**src/rtl/spjq_pkg.sv**
```systemverilog
package spjq_pkg;

	localparam int DEPTH = 16;
	localparam int IDX_W = $clog2(DEPTH);
	localparam int CNT_W = $clog2(DEPTH + 1);
	localparam int ID_W  = 16;
	localparam int PRI_W = 32;

	localparam logic [2:0] CMD_ADD    = 3'd0;
	localparam logic [2:0] CMD_FINISH = 3'd1;
	localparam logic [2:0] CMD_SORT   = 3'd2;
	localparam logic [2:0] CMD_CLEAR  = 3'd3;
	localparam logic [2:0] CMD_DUMP   = 3'd4;

	localparam logic [1:0] ST_OK    = 2'd0;
	localparam logic [1:0] ST_FULL  = 2'd1;
	localparam logic [1:0] ST_EMPTY = 2'd2;

	typedef struct packed {
		logic signed [PRI_W-1:0] pri;
		logic [ID_W-1:0]         id;
	} entry_t;

	// controller to datapath
	typedef struct packed {
		logic take;
		logic sort_step;
		logic emit_head;
		logic emit_dump;
	} dp_cmd_t;

	// datapath to controller
	typedef struct packed {
		logic in_sort;
		logic in_dump;
		logic empty;
		logic sort_done;
		logic dump_last;
		logic out_free;
	} dp_stat_t;

	// true when job a must come before job b
	function automatic logic goes_before(input entry_t a, input entry_t b);
		logic res;
		if (a.pri != b.pri) begin
			res = (a.pri > b.pri);
		end else begin
			res = (a.id < b.id);
		end
		return res;
	endfunction

endpackage

```
**src/rtl/sortable_priority_job_queue_top.sv**
```systemverilog
// Bounded job queue with in-place priority sort.
// Input channel (in_valid/in_ready) takes one command word: cmd and
// job_priority (used by add only). Output channel (out_valid/out_ready)
// gives result words: status, job_count, head or dumped entry, last.
// Add, finish, clear, sort and unused codes give one word with the head
// entry; dump gives one word per held job, or a single empty word.
// Timing: in_ready is high only while the controller idles. A command is
// taken in the idle state, and its head word is loaded into the output
// register from the head state once that register is free. Sort runs DEPTH
// odd-even transposition rounds in the slot registers, one per cycle.
// Dump reads one slot per cycle while the output register is free. The
// output register is the only buffer: a new command is taken while a word
// waits there, and the controller holds in its result state while the
// receiver stalls.
// Reset empties the queue and clears the id counter; no output word is
// pending after reset.
module sortable_priority_job_queue_top (
	input  logic                              clk,
	input  logic                              arst_n,
	input  logic                              in_valid,
	output logic                              in_ready,
	input  logic [2:0]                        cmd,
	input  logic signed [spjq_pkg::PRI_W-1:0] job_priority,
	output logic                              out_valid,
	input  logic                              out_ready,
	output logic [1:0]                        status,
	output logic [spjq_pkg::CNT_W-1:0]        job_count,
	output logic                              entry_valid,
	output logic [spjq_pkg::ID_W-1:0]         entry_id,
	output logic signed [spjq_pkg::PRI_W-1:0] entry_priority,
	output logic                              last
);
	import spjq_pkg::*;

	dp_cmd_t  ctl;
	dp_stat_t stat;

	spjq_ctrl u_ctrl (
		.clk      (clk),
		.arst_n   (arst_n),
		.in_valid (in_valid),
		.in_ready (in_ready),
		.stat     (stat),
		.cmd_o    (ctl)
	);

	spjq_dpath u_dpath (
		.clk            (clk),
		.arst_n         (arst_n),
		.cmd            (cmd),
		.job_priority   (job_priority),
		.ctl            (ctl),
		.stat           (stat),
		.out_valid      (out_valid),
		.out_ready      (out_ready),
		.status         (status),
		.job_count      (job_count),
		.entry_valid    (entry_valid),
		.entry_id       (entry_id),
		.entry_priority (entry_priority),
		.last           (last)
	);

	a_busy_after_take: assert property (@(posedge clk) disable iff (!arst_n)
		in_valid && in_ready |=> !in_ready)
		else $error("accepted a second command back to back");

	a_count_bound: assert property (@(posedge clk) disable iff (!arst_n)
		out_valid |-> job_count <= CNT_W'(DEPTH))
		else $error("job count above depth");

	a_empty_entry_zero: assert property (@(posedge clk) disable iff (!arst_n)
		out_valid && !entry_valid |-> entry_id == '0 && entry_priority == '0)
		else $error("invalid entry carries data");

	a_one_emit: assert property (@(posedge clk) disable iff (!arst_n)
		$onehot0({ctl.take, ctl.sort_step, ctl.emit_head, ctl.emit_dump}))
		else $error("controller issued two commands at once");

endmodule

```
**src/rtl/spjq_ctrl.sv**
```systemverilog
module spjq_ctrl (
	input  logic              clk,
	input  logic              arst_n,
	input  logic              in_valid,
	output logic              in_ready,
	input  spjq_pkg::dp_stat_t stat,
	output spjq_pkg::dp_cmd_t  cmd_o
);
	import spjq_pkg::*;

	typedef enum logic [3:0] {
		S_IDLE = 4'b0001,
		S_SORT = 4'b0010,
		S_HEAD = 4'b0100,
		S_DUMP = 4'b1000
	} state_t;

	state_t state_q, state_d;

	always_comb begin
		state_d         = state_q;
		in_ready        = 1'b0;
		cmd_o           = '0;
		case (state_q)
			S_IDLE: begin
				in_ready = 1'b1;
				if (in_valid) begin
					cmd_o.take = 1'b1;
					if (stat.in_sort) begin
						state_d = S_SORT;
					end else if (stat.in_dump && !stat.empty) begin
						state_d = S_DUMP;
					end else begin
						state_d = S_HEAD;
					end
				end
			end
			S_SORT: begin
				cmd_o.sort_step = 1'b1;
				if (stat.sort_done) begin
					state_d = S_HEAD;
				end
			end
			S_HEAD: begin
				if (stat.out_free) begin
					cmd_o.emit_head = 1'b1;
					state_d         = S_IDLE;
				end
			end
			S_DUMP: begin
				if (stat.out_free) begin
					cmd_o.emit_dump = 1'b1;
					if (stat.dump_last) begin
						state_d = S_IDLE;
					end
				end
			end
			default: begin
				state_d = S_IDLE;
			end
		endcase
	end

	always_ff @(posedge clk or negedge arst_n) begin
		if (!arst_n) begin
			state_q <= S_IDLE;
		end else begin
			state_q <= state_d;
		end
	end

endmodule

```
**src/rtl/spjq_dpath.sv**
```systemverilog
module spjq_dpath (
	input  logic                              clk,
	input  logic                              arst_n,
	input  logic [2:0]                        cmd,
	input  logic signed [spjq_pkg::PRI_W-1:0] job_priority,
	input  spjq_pkg::dp_cmd_t                 ctl,
	output spjq_pkg::dp_stat_t                stat,
	output logic                              out_valid,
	input  logic                              out_ready,
	output logic [1:0]                        status,
	output logic [spjq_pkg::CNT_W-1:0]        job_count,
	output logic                              entry_valid,
	output logic [spjq_pkg::ID_W-1:0]         entry_id,
	output logic signed [spjq_pkg::PRI_W-1:0] entry_priority,
	output logic                              last
);
	import spjq_pkg::*;

	entry_t            slot_q [DEPTH];
	entry_t            slot_srt [DEPTH];
	logic [CNT_W-1:0]  count_q;
	logic [ID_W-1:0]   id_ctr_q;
	logic [IDX_W-1:0]  round_q;
	logic [IDX_W-1:0]  dump_idx_q;
	logic [1:0]        op_status_q;
	logic              full;
	logic              empty;
	logic              dump_last;
	entry_t            dump_ent;

	logic              out_valid_q;
	logic [1:0]        out_status_q;
	logic [CNT_W-1:0]  out_count_q;
	logic              out_ev_q;
	entry_t            out_ent_q;
	logic              out_last_q;

	assign full      = (count_q == CNT_W'(DEPTH));
	assign empty     = (count_q == '0);
	assign dump_last = ((CNT_W'(dump_idx_q) + CNT_W'(1)) == count_q);
	assign dump_ent  = slot_q[dump_idx_q];

	assign stat.in_sort   = (cmd == CMD_SORT);
	assign stat.in_dump   = (cmd == CMD_DUMP);
	assign stat.empty     = empty;
	assign stat.sort_done = (round_q == IDX_W'(DEPTH - 1));
	assign stat.dump_last = dump_last;
	assign stat.out_free  = !out_valid_q || out_ready;

	// one odd-even transposition round; pairs past the fill are left alone
	always_comb begin
		for (int i = 0; i < DEPTH; i++) begin
			slot_srt[i] = slot_q[i];
		end
		for (int i = 0; i < DEPTH - 1; i++) begin
			if (((i % 2) == int'(round_q[0])) && (CNT_W'(i + 1) < count_q)
			    && goes_before(slot_q[i+1], slot_q[i])) begin
				slot_srt[i]   = slot_q[i+1];
				slot_srt[i+1] = slot_q[i];
			end
		end
	end

	always_ff @(posedge clk) begin
		if (ctl.take) begin
			if (cmd == CMD_ADD && !full) begin
				slot_q[count_q[IDX_W-1:0]] <= '{pri: job_priority, id: id_ctr_q};
			end else if (cmd == CMD_FINISH && !empty) begin
				for (int i = 0; i < DEPTH - 1; i++) begin
					slot_q[i] <= slot_q[i+1];
				end
			end
		end else if (ctl.sort_step) begin
			for (int i = 0; i < DEPTH; i++) begin
				slot_q[i] <= slot_srt[i];
			end
		end
	end

	always_ff @(posedge clk or negedge arst_n) begin
		if (!arst_n) begin
			count_q     <= '0;
			id_ctr_q    <= '0;
			round_q     <= '0;
			dump_idx_q  <= '0;
			op_status_q <= ST_OK;
		end else begin
			if (ctl.take) begin
				round_q    <= '0;
				dump_idx_q <= '0;
				case (cmd)
					CMD_ADD: begin
						if (full) begin
							op_status_q <= ST_FULL;
						end else begin
							op_status_q <= ST_OK;
							count_q     <= count_q + CNT_W'(1);
							id_ctr_q    <= id_ctr_q + ID_W'(1);
						end
					end
					CMD_FINISH: begin
						if (empty) begin
							op_status_q <= ST_EMPTY;
						end else begin
							op_status_q <= ST_OK;
							count_q     <= count_q - CNT_W'(1);
						end
					end
					CMD_CLEAR: begin
						op_status_q <= ST_OK;
						count_q     <= '0;
					end
					CMD_DUMP: begin
						op_status_q <= empty ? ST_EMPTY : ST_OK;
					end
					default: begin
						op_status_q <= ST_OK;
					end
				endcase
			end
			if (ctl.sort_step) begin
				round_q <= round_q + IDX_W'(1);
			end
			if (ctl.emit_dump) begin
				dump_idx_q <= dump_idx_q + IDX_W'(1);
			end
		end
	end

	// output word register
	always_ff @(posedge clk or negedge arst_n) begin
		if (!arst_n) begin
			out_valid_q <= 1'b0;
		end else if (ctl.emit_head || ctl.emit_dump) begin
			out_valid_q <= 1'b1;
		end else if (out_ready) begin
			out_valid_q <= 1'b0;
		end
	end

	always_ff @(posedge clk) begin
		if (ctl.emit_head) begin
			out_status_q <= op_status_q;
			out_count_q  <= count_q;
			out_ev_q     <= !empty;
			out_ent_q    <= empty ? '0 : slot_q[0];
			out_last_q   <= 1'b1;
		end else if (ctl.emit_dump) begin
			out_status_q <= op_status_q;
			out_count_q  <= count_q;
			out_ev_q     <= 1'b1;
			out_ent_q    <= dump_ent;
			out_last_q   <= dump_last;
		end
	end

	assign out_valid      = out_valid_q;
	assign status         = out_status_q;
	assign job_count      = out_count_q;
	assign entry_valid    = out_ev_q;
	assign entry_id       = out_ent_q.id;
	assign entry_priority = out_ent_q.pri;
	assign last           = out_last_q;

endmodule
```
**config.mk**
```make
export PLATFORM = sky130hd
export DESIGN_NAME = sortable_priority_job_queue_top
export DESIGN_NICKNAME = d
export VERILOG_FILES = /design/src/rtl/spjq_pkg.sv /design/src/rtl/sortable_priority_job_queue_top.sv /design/src/rtl/spjq_ctrl.sv /design/src/rtl/spjq_dpath.sv
export SDC_FILE = /design/constraint.sdc
export NUM_CORES = 2
export LEC_CHECK = 0
export ABC_CLOCK_PERIOD_IN_PS = 6000
export BUFFER_PORTS_ARGS = -buffer_cell sky130_fd_sc_hd__buf_2
export CORE_MARGIN = 4
export CORE_UTILIZATION = 50
export DETAILED_ROUTE_END_ITERATION = 6
export PLACE_DENSITY_LB_ADDON = 0.05
export REMOVE_ABC_BUFFERS = 1
export SYNTH_ARGS = -nofsm -noshare
export SYNTH_HDL_FRONTEND = slang
export SYNTH_SLANG_ARGS = --single-unit
export TNS_END_PERCENT = 20
```
**constraint.sdc**
```tcl
create_clock -name clk -period 6 [get_ports clk]
set_clock_uncertainty 0.1 [all_clocks]
set_input_delay 0.6 -clock clk [delete_from_list [all_inputs] [get_ports clk]]
set_output_delay 0.6 -clock clk [all_outputs]
set_load 0.05 [all_outputs]
```
* After elaboration in Yosys (flattened, before gate mapping)
Memories as Yosys holds them, arrays and structs flattened. Cells that the tools add are included.
Storage, ports and cells: register bits after elaboration 93, memory bits (writable) 768, bits of input ports 39, output and inout port bits 59, word-level logic and storage cells 258, memories 1
Memories:
- u_dpath.slot_q | depth 16, bits a word 48, read ports 17, clocked after Yosys merged registers in 0, wr ports 16, RTL line spjq_dpath.sv:19 | entry_t slot_q [DEPTH];
Operators by class: $add $sub $neg 6, magnitude comparators 45, equality and inequality tests 33, muxes and demuxes 93, bitwise logic cells 17, reduce and logical (&&, ||, !) cells 50
Operators with widths (count):
- 96-bit 2-to-1 mux | 15
- 48-bit 2-to-1 mux | 19
- 32-bit > comparator | 15
- 32-bit != test | 15
- 16-bit < comparator | 15
- 48-bit OR reduction | 1
- 4-bit 2-to-1 mux | 11
- 4-bit by 5-bit < comparator with 1-bit output, first input constant | 8
- 1-bit 2-to-1 mux | 38
- 1-bit logical AND | 33
- 3-bit by 5-bit < comparator with 1-bit output, first input constant | 4
- 5-bit 2-to-1 mux | 4
- 16-bit by 1-bit adder with 16-bit output, second input constant | 1
- 4-bit one-hot mux with 4 select lines | 1
- 1-bit OR | 15
- 5-bit one-hot mux with 3 select lines | 1
- 2-bit != test, second input constant | 6
- 2-bit by 5-bit < comparator with 1-bit output, first input constant | 2
- 4-bit by 1-bit adder with 4-bit output, second input constant | 2
- 4-bit equality test, second input constant | 2
- 2-bit nonzero test | 4
- 3-bit by 2-bit equality test with 1-bit output, second input constant | 2
- 2-bit 2-to-1 mux | 3
- 4-bit by 1-bit adder with 5-bit output, second input constant | 1
- 22 further kinds | 26

* Logic depth before layout (Yosys ltp)
An unclocked memory read counts as a cell.
word-level depth 20, gate-level depth with buffers 13, gate-level depth less buffers 11

* Hierarchy
From an unflattened synthesis, not the netlist that was laid out.
Unflattened totals: cell total of the unflattened synthesis 5722, area, all modules 61749.2 um2
By module, submodules not included:
- spjq_dpath | instances 1, cells each 5691, area each 61480.2 um2, sequential area each 25564.5 um2
- spjq_ctrl | instances 1, cells each 31, area each 269.0 um2, sequential area each 101.3 um2

* Worst setup path before layout
No wires, ideal clock.
path type register to register, start point memory u_dpath.slot_q[1][29] (netlist name), end point memory u_dpath.slot_q[0][0] (netlist name), enable pin, library setup time 520 ps, arrival time 5161 ps, required time 5380 ps, path slack 219 ps, stages on the path, launching flop included 11, buffers on the path 0, path through edfxtp_1 > ha_1 > a21oi_1 > nor2_1 > a2111oi_0 > o21ai_0 > o22ai_1 > mux2i_1 > nor2_1 > a21oi_1 > o21ai_0
RTL lines (RTL line):
- start, declared | spjq_dpath.sv:19

==> impl_metrics.py <==
metrics = {
    "worst_setup_path": {
        "cpMaxStageDelayCell": "nor4_1",
        "crit_fanout": 28,
        "critPathLaunchType": "register",
        "end_kind": "register",
        "slowest_delay_ns": 1.20,
        "cp_cell_sequence": "inv_1, ha_1, nand4_1, nor4_1, inv_1, nor4_1, nand4_1, nand3_1, nor2_1, a21oi_4, buf_4",
        "critPathTopFamily": "simple AND/OR/NAND/NOR gates",
        "crit_type": "register to register",
        "cp_num_buf_inv": 3,
        "arrival_ns": 5.84,
        "required_ns": 6.24,
    },
    "timing": {
        "finalHoldViolCount": 0,
        "setup_viol": 0,
        "post-route-period-util_pct": 93.4,
        "worst_slew_pin_slew_ns": 1.52,
        "rsz0062_at_grt": "no",
        "layout_min_cycle_time_ns": 5.60,
        "fmax_mhz": 178,
        "slew_violations": 1,
        "tns_ns": 0,
        "slew_headroom_pct": -1.16,
        "setup_slack_ns": 0.397,
    },
    "grt": {
        "top_usage_layer": "met2",
        "grt_pass1_wl_um": 359000,
        "grt.total_usage_pct": 39.2,
        "grt_max_degree": 77,
        "grtUsageMet2_pct": 60.1,
        "grt_util_met1_pct": 49.8,
        "grt_pass1_vias": 48925,
        "grt_overflow": 0,
        "antenna_found_initial": 11,
        "grtUsageMet3_pct": 9.46,
    },
    "logic_synthesis": {
        "synth_xor_area_share_pct": 0.346,
        "syn-mean-instance-area_um2": 11.5,
        "synth_mux_area_share_pct": 8.97,
        "synth_seq_cells": 861,
        "ys_top_cells_by_area": "edfxtp_1 (41%), ha_1 (15%), a221o_1 (9.0%), mux4_2 (8.9%), inv_1 (4.5%)",
        "syn_inst": 5296,
        "ys.flop_type": "edfxtp_1",
        "synthArstFlopShare_pct": 4.18,
        "yosysSeqAreaShare_pct": 42.2,
        "synth_top_family_by_area": "compound AO/OA/AOI/OAI gates",
        "ys_types": 78,
        "synth-simple-area-share_pct": 7.04,
        "synth_fa_ha_area_share_pct": 14.7,
        "synth_top_area_cell": "edfxtp_1",
        "yosysWarnings": 0,
        "synth_compound_gate_area_share_pct": 20.0,
        "synth-edff-count": 824,
        "synth.top_cell.area_share_pct": 40.7,
        "syn_area_um2": 60800,
    },
    "clock_network": {
        "clockBufferDepth": 3,
        "numCtsBuffers": 102,
        "cts.sinks": 861,
        "h-tree-depth": 3,
        "clk_pin_slew_worst_paths_ns": 0.07,
        "cts_root_buf": "clkbuf_16",
        "clock_latency_ns": 0.72,
        "cts_setup_buffers": 0,
        "cts_tree": "yes",
    },
    "detailed_routing": {
        "wl_per_cell_um": 36.2,
        "drt_wl_total_um": 253000,
        "drc_errors": 1,
        "viasPerCell": 7.23,
        "vias": 50605,
        "first_iter_violations": 7565,
        "dr.pass1.iters": 7,
        "final_antenna_net_count": 0,
    },
    "place": {
        "portBuffers": 97,
        "hpwlAfterDp_um": 180000,
        "dp_slack_ns": 0.645,
        "place_congestion": 1.03,
    },
    "power_and_ir_drop": {
        "total_power_mw": 19.3,
        "irDropWorstVdd_v": 0.000209,
        "p_per_area_nw_per_um2": 288,
        "p_leak_nw": 27.6,
    },
    "cells_and_area": {
        "syn_to_final_growth_pct": 10.1,
        "fin_nets": 6054,
        "num-fill-cells": 10302,
        "drive_gt1_share_pct": 12.8,
    },
    "floorplan": {
        "ios": 98,
        "core-area_um2": 120000,
        "start_util_pct": 50.6,
        "fp.dieH_um": 357,
        "dieArea_um2": 127000,
        "rows": 127,
        "die_x_um": 357,
    },
    "min_path": {
        "holdCritPathClass": "input port to register",
    },
    "status": {
        "status": "finished, violations left",
        "violations": "DRC, slew limit",
    },
    "flow_run": {
        "drv_cap": 0,
    },
}
## synth_stat cells, types with 26 or more instances
master / number
nor2b_1: 40
a211oi_1: 65
ha_1: 713
nand2_1: 240
nand2b_1: 29
and3_1: 70
dfrtp_1: 35
nand3_1: 69
nor2_1: 152
inv_1: 735
o211ai_1: 32
buf_1: 26
a311o_1: 31
a21oi_1: 296
a221oi_1: 58
o31ai_1: 26
nand4_1: 130
clkbuf_1: 232
mux4_2: 240
o21ai_0: 157
nor3_1: 31
a22o_1: 80
a221o_1: 547
edfxtp_1: 824
buf_2: 65
a21o_1: 110
## metrics by stage
step | cell area (um2) | util (%) | cells | hold WS (ns)
after detailed placement | 63700 | 52.9 | 6808 | 0.344
after global routing | 66900 | 55.7 | 7001 | 0.0840
after global placement | 63700 | 52.9 | 6808 | 0.334
after CTS | 66900 | 55.7 | 7001 | 0.0536
final | 66900 | 55.7 | 7002 | 0.0867
after floorplan | 59500 | - | 4968 | 0.204
## what timing repair did
action                     CTS  global route
hold endpoints to repair    36             0
gates resized for setup      0             0
hold buffers                 2             0
setup endpoints to repair    0             0
## sequential cells by signal, summed over array words and instances, names as in the netlist
register,flops
u_ctrl.state_q,4
u_dpath.dump_idx_q,4
u_dpath.op_status_q,2
u_dpath.slot_q,768
u_dpath.entry_valid,1
u_dpath.round_q,4
u_dpath.entry_id,16
u_dpath.count_q,5
u_dpath.job_count,5
u_dpath.entry_priority,32
u_dpath.id_ctr_q,16
u_dpath.out_valid,1
u_dpath.status,2
u_dpath.last,1
## path summary, 6_finish.rpt
path	start	end	slack, ns	cells after the start
setup reg to reg	u_dpath.slot_q[7][47]	u_dpath.slot_q[8][45]	0.40	11
hold / removal	job_priority[0]	u_dpath.slot_q[15][16]	0.09	2
min in group asynchronous	arst_n	u_dpath.round_q[1]	0.51	2
hold reg to reg	u_dpath.op_status_q[0]	u_dpath.status[0]	0.36	0
setup / recovery	u_dpath.slot_q[7][47]	u_dpath.slot_q[8][45]	0.40	11
max in group asynchronous	arst_n	u_dpath.dump_idx_q[1]	4.55	2
## area by class of cell
cell class / count / area, um2 / area share (%)
Timing Repair Buffer: 230 / 1810 / 2.71
Inverter: 735 / 2760 / 4.12
Clock inverter: 56 / 485 / 0.725
Multi-Input combinational cell: 3372 / 31400 / 46.9
Antenna cell: 1 / 2.50 / 0.00374
Clock buffer: 135 / 2770 / 4.14
Sequential cell: 861 / 25700 / 38.4
Tap cell: 1612 / 2020 / 3.01
## worst register-to-register path, cell delays in order, from the launching register on
cell	delay (ns)
edfxtp_1	0.46
inv_1	0.07
ha_1	0.38
nand4_1	0.30
nor4_1	1.20
inv_1	0.10
nor4_1	0.54
nand4_1	0.35
nand3_1	0.20
nor2_1	0.08
a21oi_4	0.76
buf_4	0.62
## report_power, final
part / leakage [nW] / switching [mW] / internal [mW] / total (mW)
Sequential: 8.02 / 0.620 / 7.29 / 7.91
Clock: 1.60 / 2.74 / 3.57 / 6.32
Combinational: 18.0 / 3.26 / 1.82 / 5.08
## routing by layer
metal | routed length (um) | vias to the layer above
li1 | - | 21049
met4 | 19500 | 14
met3 | 27900 | 831
met5 | 101 | -
met1 | 93300 | 25318
met2 | 113000 | 3393
## logic make-up (layout without fill, tap and decap cells)
| family | Yosys count | count (layout) |
|---|---|---|
| DFF | 861 | 861 |
| muxes | 245 | 245 |
| and+or+nand+nor | 844 | 844 |
| AOI/OAI and AO/OA | 1546 | 1546 |
| other | 0 | 1 |
| xor gates and xnor gates | 24 | 24 |
| buffers and inverters | 1063 | 1156 |
| adders and majority gates | 713 | 713 |
## cell usage in the layout, fill, tap and decap left out, types with 97 or more instances in the layout
cell type	count
a221o_1	547
clkbuf_16	104
nor2_1	143
a21oi_1	285
mux4_2	240
edfxtp_1	824
o21ai_0	155
a21o_1	109
nand2_1	236
inv_1	735
ha_1	713
buf_2	97
buf_4	105
nand4_1	130
No activity file was read; power rests on OpenSTA's default activity.
